[config.mk]
export PLATFORM = sky130hd
export DESIGN_NAME = atrp_ctrl
export DESIGN_NICKNAME = d
export VERILOG_FILES = /design/src/atrp_pkg.sv /design/src/atrp_ctrl.sv
export SDC_FILE = /design/constraint.sdc
export NUM_CORES = 1
export LEC_CHECK = 0
export BUFFER_PORTS_ARGS = -buffer_cell sky130_fd_sc_hd__buf_4
export CORE_UTILIZATION = 40
export CTS_CLUSTER_DIAMETER = 40
export CTS_CLUSTER_SIZE = 10
export DETAILED_ROUTE_END_ITERATION = 16
export GPL_ROUTABILITY_DRIVEN = 0
export GPL_TIMING_DRIVEN = 1
export PLACE_DENSITY = 0.66
export SYNTH_ARGS = -nofsm -noshare
export SYNTH_HDL_FRONTEND = slang
export SYNTH_SLANG_ARGS = --single-unit
[constraint.sdc]
create_clock -name aclk -period 1.39 [get_ports aclk]
set_input_delay 0.278 -clock aclk [delete_from_list [all_inputs] [get_ports aclk]]
set_output_delay 0.278 -clock aclk [all_outputs]
set_load 0.1 [all_outputs]
[src/atrp_pkg.sv]
// ----------------------------------------------------------------------------
// atrp_pkg: shared types and constants of the tilt angle core
// Holds the controller command struct, fixed-point constants and the
// arctangent table of the CORDIC unit.
// ----------------------------------------------------------------------------
`default_nettype none

package atrp_pkg;

    localparam int ZW          = 24;        // Q3.20 angle width
    localparam int STEP_W      = 5;         // CORDIC step index width
    localparam int WEIGHT_W    = 16;
    localparam int ROLL_W      = 15;
    localparam int PITCH_W     = 16;
    localparam int OUT_TDATA_W = 32;

    localparam logic signed [ZW-1:0]       HALF_PI_Q20 = 24'sd1647099;
    localparam logic signed [25:0]         DEG128_SCALE = 26'sd30039490;
    localparam logic signed [18:0]         ROLL_LIMIT  = 19'sd11520;
    localparam logic signed [18:0]         PITCH_LIMIT = 19'sd23040;
    localparam logic [WEIGHT_W-1:0]        WEIGHT_RESET = 16'd64881;

    typedef struct packed {
        logic              square;
        logic              root_init;
        logic              root_step;
        logic              cordic_init;
        logic              cordic_pitch;
        logic              cordic_step;
        logic              save_roll;
        logic              filt_mul;
        logic              filt_add;
        logic              conv_mul;
        logic              conv_out;
        logic [STEP_W-1:0] step;
    } cmd_t;

    typedef struct packed {
        logic zero_vec;
        logic vertical;
    } stat_t;

    function automatic logic signed [ZW-1:0] atan_q20(input logic [STEP_W-1:0] i);
        logic signed [ZW-1:0] v;
        case (i)
            5'd0:    v = 24'sd823550;
            5'd1:    v = 24'sd486170;
            5'd2:    v = 24'sd256879;
            5'd3:    v = 24'sd130396;
            5'd4:    v = 24'sd65451;
            5'd5:    v = 24'sd32757;
            5'd6:    v = 24'sd16383;
            5'd7:    v = 24'sd8192;
            5'd8:    v = 24'sd4096;
            5'd9:    v = 24'sd2048;
            5'd10:   v = 24'sd1024;
            5'd11:   v = 24'sd512;
            5'd12:   v = 24'sd256;
            5'd13:   v = 24'sd128;
            5'd14:   v = 24'sd64;
            5'd15:   v = 24'sd32;
            5'd16:   v = 24'sd16;
            5'd17:   v = 24'sd8;
            5'd18:   v = 24'sd4;
            5'd19:   v = 24'sd2;
            5'd20:   v = 24'sd1;
            5'd21:   v = 24'sd1;
            default: v = 24'sd0;
        endcase
        return v;
    endfunction

endpackage

`default_nettype wire

[src/atrp_ctrl.sv]
// ----------------------------------------------------------------------------
// atrp_ctrl: sequencer of the tilt angle core
// Steps the datapath through squaring, square root, two CORDIC passes,
// filtering and output conversion, and owns the result valid flag.
// ----------------------------------------------------------------------------
`default_nettype none

module atrp_ctrl #(
    parameter int SAMPLE_BITS  = 16,
    parameter int CORDIC_STEPS = 20
) (
    input  wire logic          aclk,
    input  wire logic          aresetn,
    input  wire logic          in_valid,
    output logic               in_ready,
    output logic               out_valid,
    input  wire logic          out_ready,
    input  wire atrp_pkg::stat_t stat,
    output atrp_pkg::cmd_t     cmd
);

    localparam int ROOT_N  = SAMPLE_BITS + 8;
    localparam int CNT_MAX = (ROOT_N > CORDIC_STEPS) ? ROOT_N : CORDIC_STEPS;
    localparam int CNT_W   = $clog2(CNT_MAX + 1);
    localparam logic [CNT_W-1:0] ROOT_LAST = CNT_W'(ROOT_N - 1);
    localparam logic [CNT_W-1:0] CORD_LAST = CNT_W'(CORDIC_STEPS - 1);

    typedef enum logic [3:0] {
        IDLE, SQUARE, ROOT_INIT, ROOT, ROLL_INIT, ROLL, PITCH_INIT, PITCH,
        FILT_MUL, FILT_ADD, CONV_MUL, CONV_OUT
    } state_t;

    state_t            state_reg, state_next;
    logic [CNT_W-1:0]  cnt_reg, cnt_next;
    logic              out_valid_reg, out_valid_next;
    logic              out_fire;

    assign in_ready  = (state_reg == IDLE);
    assign out_valid = out_valid_reg;
    assign out_fire  = (state_reg == CONV_OUT) && (!out_valid_reg || out_ready);

    always_comb begin
        cmd              = '0;
        cmd.step         = cnt_reg[atrp_pkg::STEP_W-1:0];
        cmd.square       = (state_reg == SQUARE);
        cmd.root_init    = (state_reg == ROOT_INIT);
        cmd.root_step    = (state_reg == ROOT);
        cmd.cordic_init  = (state_reg == ROLL_INIT) ||
                           ((state_reg == PITCH_INIT) && !stat.vertical);
        cmd.cordic_pitch = (state_reg == PITCH_INIT);
        cmd.cordic_step  = (state_reg == ROLL) || (state_reg == PITCH);
        cmd.save_roll    = (state_reg == PITCH_INIT);
        cmd.filt_mul     = (state_reg == FILT_MUL);
        cmd.filt_add     = (state_reg == FILT_ADD);
        cmd.conv_mul     = (state_reg == CONV_MUL);
        cmd.conv_out     = out_fire;
    end

    always_comb begin
        state_next     = state_reg;
        cnt_next       = cnt_reg;
        out_valid_next = out_valid_reg;
        if (out_valid_reg && out_ready) begin
            out_valid_next = 1'b0;
        end
        case (state_reg)
            IDLE: begin
                if (in_valid) begin
                    state_next = SQUARE;
                end
            end
            SQUARE: begin
                state_next = stat.zero_vec ? CONV_MUL : ROOT_INIT;
            end
            ROOT_INIT: begin
                state_next = ROOT;
                cnt_next   = '0;
            end
            ROOT: begin
                if (cnt_reg == ROOT_LAST) begin
                    state_next = ROLL_INIT;
                    cnt_next   = '0;
                end else begin
                    cnt_next = cnt_reg + 1'b1;
                end
            end
            ROLL_INIT: begin
                state_next = ROLL;
            end
            ROLL: begin
                if (cnt_reg == CORD_LAST) begin
                    state_next = PITCH_INIT;
                    cnt_next   = '0;
                end else begin
                    cnt_next = cnt_reg + 1'b1;
                end
            end
            PITCH_INIT: begin
                state_next = stat.vertical ? FILT_MUL : PITCH;
            end
            PITCH: begin
                if (cnt_reg == CORD_LAST) begin
                    state_next = FILT_MUL;
                    cnt_next   = '0;
                end else begin
                    cnt_next = cnt_reg + 1'b1;
                end
            end
            FILT_MUL: begin
                state_next = FILT_ADD;
            end
            FILT_ADD: begin
                state_next = CONV_MUL;
            end
            CONV_MUL: begin
                state_next = CONV_OUT;
            end
            CONV_OUT: begin
                if (out_fire) begin
                    state_next     = IDLE;
                    out_valid_next = 1'b1;
                end
            end
            default: begin
                state_next = IDLE;
            end
        endcase
    end

    always_ff @(posedge aclk) begin
        if (!aresetn) begin
            state_reg     <= IDLE;
            cnt_reg       <= '0;
            out_valid_reg <= 1'b0;
        end else begin
            state_reg     <= state_next;
            cnt_reg       <= cnt_next;
            out_valid_reg <= out_valid_next;
        end
    end

    a_fire_sets_valid: assert property (@(posedge aclk) disable iff (!aresetn)
        out_fire |=> out_valid_reg)
        else $error("result not presented after conversion");

    a_root_bound: assert property (@(posedge aclk) disable iff (!aresetn)
        (state_reg == ROOT) |-> (cnt_reg <= ROOT_LAST))
        else $error("root counter out of range");

    a_cordic_bound: assert property (@(posedge aclk) disable iff (!aresetn)
        ((state_reg == ROLL) || (state_reg == PITCH)) |-> (cnt_reg <= CORD_LAST))
        else $error("CORDIC counter out of range");

    a_zero_skips: assert property (@(posedge aclk) disable iff (!aresetn)
        ((state_reg == SQUARE) && stat.zero_vec) |=> (state_reg == CONV_MUL))
        else $error("zero vector did not bypass the angle computation");

endmodule

`default_nettype wire

==> results of run 1 <==
==> through the flow <==
stage / total power [uW] / TNS, ns / instances / util, % / setup WS [ns]
floorplan: 1080 / -3.38 / 96 / - / -0.525
global placement: 1280 / -0.400 / 160 / 73.1 / -0.0637
detailed placement: 1290 / -0.670 / 160 / 73.1 / -0.107
CTS: 1740 / -1.97 / 169 / 88.4 / -0.227
global route: 1990 / -3.79 / 173 / 96.2 / -0.290
finish: 1960 / -3.20 / 173 / 96.2 / -0.269
==> critical path, cell delays in order, from the launching register on <==
cell	delay, ns
sky130_fd_sc_hd__dfxtp_4	0.39
sky130_fd_sc_hd__buf_12	0.15
sky130_fd_sc_hd__nor4_4	0.28
sky130_fd_sc_hd__buf_6	0.26
==> where the power goes <==
part	internal, uW	switching, uW
Clock	160	137
Combinational	544	763
Sequential	306	50.6
Total	1010	950
==> cell families (layout without fill, tap and decap cells) <==
family / count (synthesis) / after routing / synth area share, %
multiplexers: 1 / 1 / 1.31
AO/OA/AOI/OAI: 29 / 29 / 27.3
AND/OR/NAND/NOR: 43 / 43 / 35.5
adder cells (fa/ha/maj): 1 / 1 / 1.64
buffers and inverters: 12 / 64 / 8.02
flip-flops: 10 / 10 / 26.2
==> worst paths after layout <==
kind                     start      endpoint  slack, ns  depth (start not counted)
setup / recovery  state_reg[0]      in_ready      -0.27                          3
hold / removal         aresetn  state_reg[0]       0.25                          2
setup reg to reg  state_reg[0]    cnt_reg[3]      -0.14                          7
hold reg to reg   state_reg[1]  state_reg[1]       0.57                          2
==> cell usage in the layout (no fill, tap or decap), types with 3 or more instances in the layout <==
master,n
sky130_fd_sc_hd__nor2_4,3
sky130_fd_sc_hd__nand2b_4,4
sky130_fd_sc_hd__o21ai_1,3
sky130_fd_sc_hd__nand2_1,5
sky130_fd_sc_hd__nand4b_1,3
sky130_fd_sc_hd__clkbuf_4,3
sky130_fd_sc_hd__a21o_1,3
sky130_fd_sc_hd__buf_6,11
sky130_fd_sc_hd__a21oi_1,4
sky130_fd_sc_hd__buf_12,12
sky130_fd_sc_hd__nand3_1,3
sky130_fd_sc_hd__nor3_4,3
sky130_fd_sc_hd__dfxtp_4,9
sky130_fd_sc_hd__nor2_1,5
sky130_fd_sc_hd__buf_4,31
==> area by class of cell <==
cell class,instances,share of cell area [%]
sequential,10,13.9
tap,25,1.84
clock buffer,4,2.14
timing repair buffer,56,36.9
inverter,4,2.06
multi-input combinational,74,43.2
==> repair_timing <==
item	in CTS	in global routing
buffers inserted	5	5
pin swaps	14	13
resized for setup	52	20
setup endpoints to repair	21	22
==> layer usage <==
metal	share of wire, %	GRT usage (%)	wire length, um
met4	4.5	11.8	190
met1	38	36.2	1620
met5	0	0	0
met2	47	53.7	2000
met3	10	6.35	426
==> parameters.txt, run 1 <==
Parameter                              Value

Outcome
  Result of the run    finished, violations left
  Violated checks    negative setup slack

Final layout
  Layout cells sized above 1    between 60% and 70%
  Number of antenna repair diodes    0
  Final net count    156
  Relative area change from synthesis to final layout    122%
  Post-layout instance area    about 1700 um2
  Largest register FFs    5
  Area used by multi-input combinational logic    around 730 um2
  Sequential standard cell area    roughly 240 um2
  Fillers    37

Global routing
  Global-route wire length before repair    between 4 and 5 mm
  Via count of the first global-routing pass    between 900 and 1k
  Maximum number of pins on one net before global-route repair    10
  Total congestion overflow after global routing    0
  Overall global routing resource usage    between 30% and 40%
  Initial antenna violation count    0

Timing
  Clock skew    a little under 0.008 ns
  Final period utilization    119%
  Max Transition Viols Final    0
  Min cycle time layout    about 1.7 ns
  Number of setup violations in the final report    21
  Headroom to the max-slew limit    between 70% and 80%
  Slack of the critical path    -0.269 ns
  RSZ-0062 raised after global routing    true
  Worst slew pin tran    between 0.3 and 0.4 ns
  Hold WS    between 0.2 and 0.3 ns
  Achievable clock frequency    603 MHz
  Final number of hold-violating endpoints    0

Clocking
  CTS H-tree depth    1
  Clock latency of the later-clocked register in the worst-skew pair    just under 0.3 ns
  Cts bufs inserted    3
  Number of sinks driven by the clock tree    10
  Clock slew at the register clock pins of the worst setup and hold paths    ~0.09 ns
  CTS root buf    sky130_fd_sc_hd__clkbuf_4
  CTS tree    built
  CTS Hold Buffers Added    0
  Longest Clk Path Bufs    2

Die
  Standard-cell row count    15
  Die Outline Area    approximately 2100 um2
  Vertical die dimension    approximately 46 um
  Starting Density    a little over two fifths
  Horizontal die dimension    45.7 um
  Num ports    24
  Total core area    between 1500 and 2000 um2

Routing
  Via count    around 1.1k
  DRC violation count after routing    0
  Routed WL    roughly 4.2 mm
  Router iterations before antenna repair    4
  Post-DR wirelength/cell    roughly 25 um
  Iteration-0 DRC count of the detailed router    a little under 50
  Number of nets with antenna violations after detailed routing    0
  Vias per Instance    6.42

Placed design
  Hpwl dp    1.70 mm
  Number of port buffers    23
  Placed Instance Area    ~1300 um2

Critical path
  Crit Path Category    reg -> out
  Critical path peak fanout    5
  Crit end category    primary output
  Data required time at the worst endpoint    1.11 ns
  Data arrival at the endpoint of the critical path    around 1.4 ns
  Type of origin of the critical path    flip-flop

Hold path
  Class of the worst hold path    in -> reg

Synth
  Count of warnings emitted by yosys    0
  Number of enable-type register cells in the synthesized netlist    0
  Post-Synthesis Cells    between 90 and 100
  Sequential element share of the synthesized area    between 20% and 30%
  Dominant cell by count in the synthesized netlist    sky130_fd_sc_hd__dfxtp_1
  Leading cell types by total area after synthesis    sky130_fd_sc_hd__dfxtp_1 26%, sky130_fd_sc_hd__nand2b_1 4.9%, sky130_fd_sc_hd__a21oi_1 4.6%, sky130_fd_sc_hd__nor2_1 3.9%, sky130_fd_sc_hd__a32oi_1 3.4%
  Fraction of registers with async set or reset after synthesis    0%
  Yosys top cell area share    a little over a quarter
  Biggest area consumer among synthesized cells    sky130_fd_sc_hd__dfxtp_1
  Post-synthesis register bit count    10
  Top FF cell, synth    sky130_fd_sc_hd__dfxtp_1
  Number of distinct standard cells referenced by the synthesized netlist    37
  Syn_nets    103
  Post-Syn Area per Cell    between 7 and 8 um2
  Cell types with the highest counts after synthesis    10 x sky130_fd_sc_hd__dfxtp_1, 8 x sky130_fd_sc_hd__nor2_1, 7 x sky130_fd_sc_hd__a21oi_1
  Post-Synthesis Cell Area    around 760 um2

Power
  Maximum vdd drop    between 0.8 and 0.9 mV
  PwrDens    1150 nW/um2
  Leakage power summed over all cells    between 0.0006 and 0.0007 uW

Run
  Total of max-cap violations    0
(Power assumes the default switching activity.)
==> run 2, diff against run 1 <==
--- a/config.mk
+++ b/config.mk
@@ -7,12 +7,15 @@
 export LEC_CHECK = 0
 export BUFFER_PORTS_ARGS = -buffer_cell sky130_fd_sc_hd__buf_4
 export CORE_UTILIZATION = 40
+export CTS_BUF_LIST = sky130_fd_sc_hd__clkbuf_4 sky130_fd_sc_hd__clkbuf_8
 export CTS_CLUSTER_DIAMETER = 40
 export CTS_CLUSTER_SIZE = 10
 export DETAILED_ROUTE_END_ITERATION = 16
 export GPL_ROUTABILITY_DRIVEN = 0
 export GPL_TIMING_DRIVEN = 1
 export PLACE_DENSITY = 0.66
+export REMOVE_ABC_BUFFERS = 1
+export SLEW_MARGIN = 20
 export SYNTH_ARGS = -nofsm -noshare
 export SYNTH_HDL_FRONTEND = slang
 export SYNTH_SLANG_ARGS = --single-unit
==> parameters.txt, run 2 (same netlist as run 1, synthesis figures left out) <==
Parameter                              Value

Hold path
  Origin of the worst min-delay path    aresetn
  Hold Crit Endpoint    state_reg[3]
  Class of the worst hold path    in -> reg
  Number of cells on the worst hold path    2

Routing
  DRC violation count after routing    0
  Iteration-0 DRC count of the detailed router    41
  Router iterations before antenna repair    4
  Number of nets with antenna violations after detailed routing    0
  Via count    between 1k and 1.5k
  Vias per Instance    5.90
  Post-DR wirelength/cell    18.4 um
  Routed WL    between 3 and 4 mm

Final layout
  Final net count    160
  Number of antenna repair diodes    0
  Most frequent cells in the layout    41 x sky130_fd_sc_hd__buf_4, 12 x sky130_fd_sc_hd__buf_6, 7 x sky130_fd_sc_hd__nor2_1, 6 x sky130_fd_sc_hd__buf_12
  Relative area change from synthesis to final layout    99.3%
  Layout cells sized above 1    a little over three fifths
  Final std cells w/o fill    between 150 and 200
  Largest register FFs    5
  Final cell utilization of the core    86.4%
  Leading cell type in the layout, fill and taps excluded    sky130_fd_sc_hd__buf_4

Placed design
  Number of port buffers    23
  Hpwl dp    about 1.6 mm
  Placed instance count    162

Clocking
  Clock latency of the later-clocked register in the worst-skew pair    ~0.28 ns
  Longest Clk Path Bufs    2
  CTS H-tree depth    1
  Number of sinks driven by the clock tree    10
  CTS tree    built
  CTS root buf    sky130_fd_sc_hd__clkbuf_4
  Clock slew at the register clock pins of the worst setup and hold paths    ~0.080 ns
  Cts bufs inserted    3
  CTS Hold Buffers Added    0

Die
  Die Outline Area    about 2100 um2
  Horizontal die dimension    45.7 um
  Standard-cell row count    15
  Vertical die dimension    roughly 46 um
  Num ports    24
  Starting Density    43.3%
  Total core area    between 1500 and 2000 um2

Timing
  Headroom to the max-slew limit    79.7%
  Final period utilization    117%
  Clock skew    0.00290 ns
  Slack of the critical path    -0.237 ns
  Achievable clock frequency    slightly above 600 MHz
  Number of setup violations in the final report    20
  Final number of hold-violating endpoints    0
  RSZ-0062 raised after global routing    true
  Min cycle time layout    approximately 1.6 ns
  Worst slew pin tran    0.305 ns
  Max Transition Viols Final    0

Critical path
  Crit end category    primary output
  Minimum setup slack among reg-to-reg paths    -0.09 ns
  Crit Path Category    reg -> out
  Critical path peak fanout    5
  R2R depth    6
  Data required time at the worst endpoint    around 1.1 ns
  Type of origin of the critical path    flip-flop
  Startpoint of the worst register-to-register path    state_reg[2]
  Data arrival at the endpoint of the critical path    1.35 ns
  Reg-to-Reg End    cnt_reg[4]

Global routing
  Global-route wire length before repair    about 4 mm
  Total congestion overflow after global routing    0
  Maximum number of pins on one net before global-route repair    11
  Overall global routing resource usage    between 20 and 30%
  Via count of the first global-routing pass    a little over 900
  Initial antenna violation count    0

Power
  Overall power of the completed layout    approximately 1700 uW
  Maximum vdd drop    about 1.1 mV
  PwrDens    about 1100 nW/um2
  Leakage power summed over all cells    between 0.0006 and 0.0007 uW

Outcome
  Result of the run    finished, violations left
  Violated checks    negative setup slack

Run
  Total of max-cap violations    0
==> run 2: cell types whose count changed in the layout (fill, tap and decap cells not counted), sizes merged <==
cell,before,now
inv,1,4
clkinvlp,2,0
clkbuf,4,5
clkinv,1,0
buf,56,59
==> run 2: routing by layer <==
metal	vias up	track usage [%]	part of all wire (%)
li1	468	-	-
met1	507	33.8	41
met2	56	47.1	51
met3	14	3.97	5.1
met4	0	12.4	3.0
met5	-	0	0
==> run 2: timing repair <==
item | in CTS | in global routing
endpoints found under the setup margin | 21 | 21
pin swaps | 11 | 11
setup buffers | 5 | 6
resized for setup | 50 | 22
==> run 2: area by class of cell <==
type                       count  area [um2]
tap                           25        31.3
sequential                    10         218
timing repair buffer          60         577
clock buffer                   4        36.3
fill                          92         240
multi-input combinational     74         647
inverter                       4        15.0
==> run 2: worst max-delay path: stages, from the launching register on <==
cell	delay [ns]
sky130_fd_sc_hd__dfxtp_4	0.39
sky130_fd_sc_hd__buf_6	0.12
sky130_fd_sc_hd__nand4b_1	0.14
sky130_fd_sc_hd__nor2b_1	0.18
sky130_fd_sc_hd__buf_6	0.24
==> run 2: stage by stage <==
stage / worst slack [ns] / hold slack, ns / setup TNS [ns] / instance area (um2)
final: -0.237 / 0.275 / -2.57 / 1520
after global routing: -0.285 / 0.277 / -3.29 / 1520
after CTS: -0.211 / 0.271 / -2.03 / 1380
after detailed placement: -0.113 / 0.548 / -0.869 / 1120
after global placement: -0.144 / 0.535 / -0.574 / 1120
after floorplan: -2.26 / 0.396 / -22.67 / 718
==> run 2: worst max path at each step <==
| stage | startpoint | to |
|---|---|---|
| 2_1_floorplan | state_reg[0] | in_ready |
| 3_5_place_dp | state_reg[0] | cnt_reg[3] |
| 5_1_grt | state_reg[1] | cmd[5] |
| 4_1_cts | state_reg[1] | cmd[15] |
| 6_report | state_reg[1] | cmd[5] |
| 3_3_place_gp | state_reg[3] | state_reg[2] |
==> run 2: where the power goes <==
group | total [uW] | leakage, uW | switching (uW) | internal, uW
Combinational | 1050 | 0.000561 | 621 | 429
Clock | 283 | 0.0000210 | 124 | 159
Sequential | 376 | 0.0000849 | 58.6 | 318
Total | 1710 | 0.000667 | 804 | 907
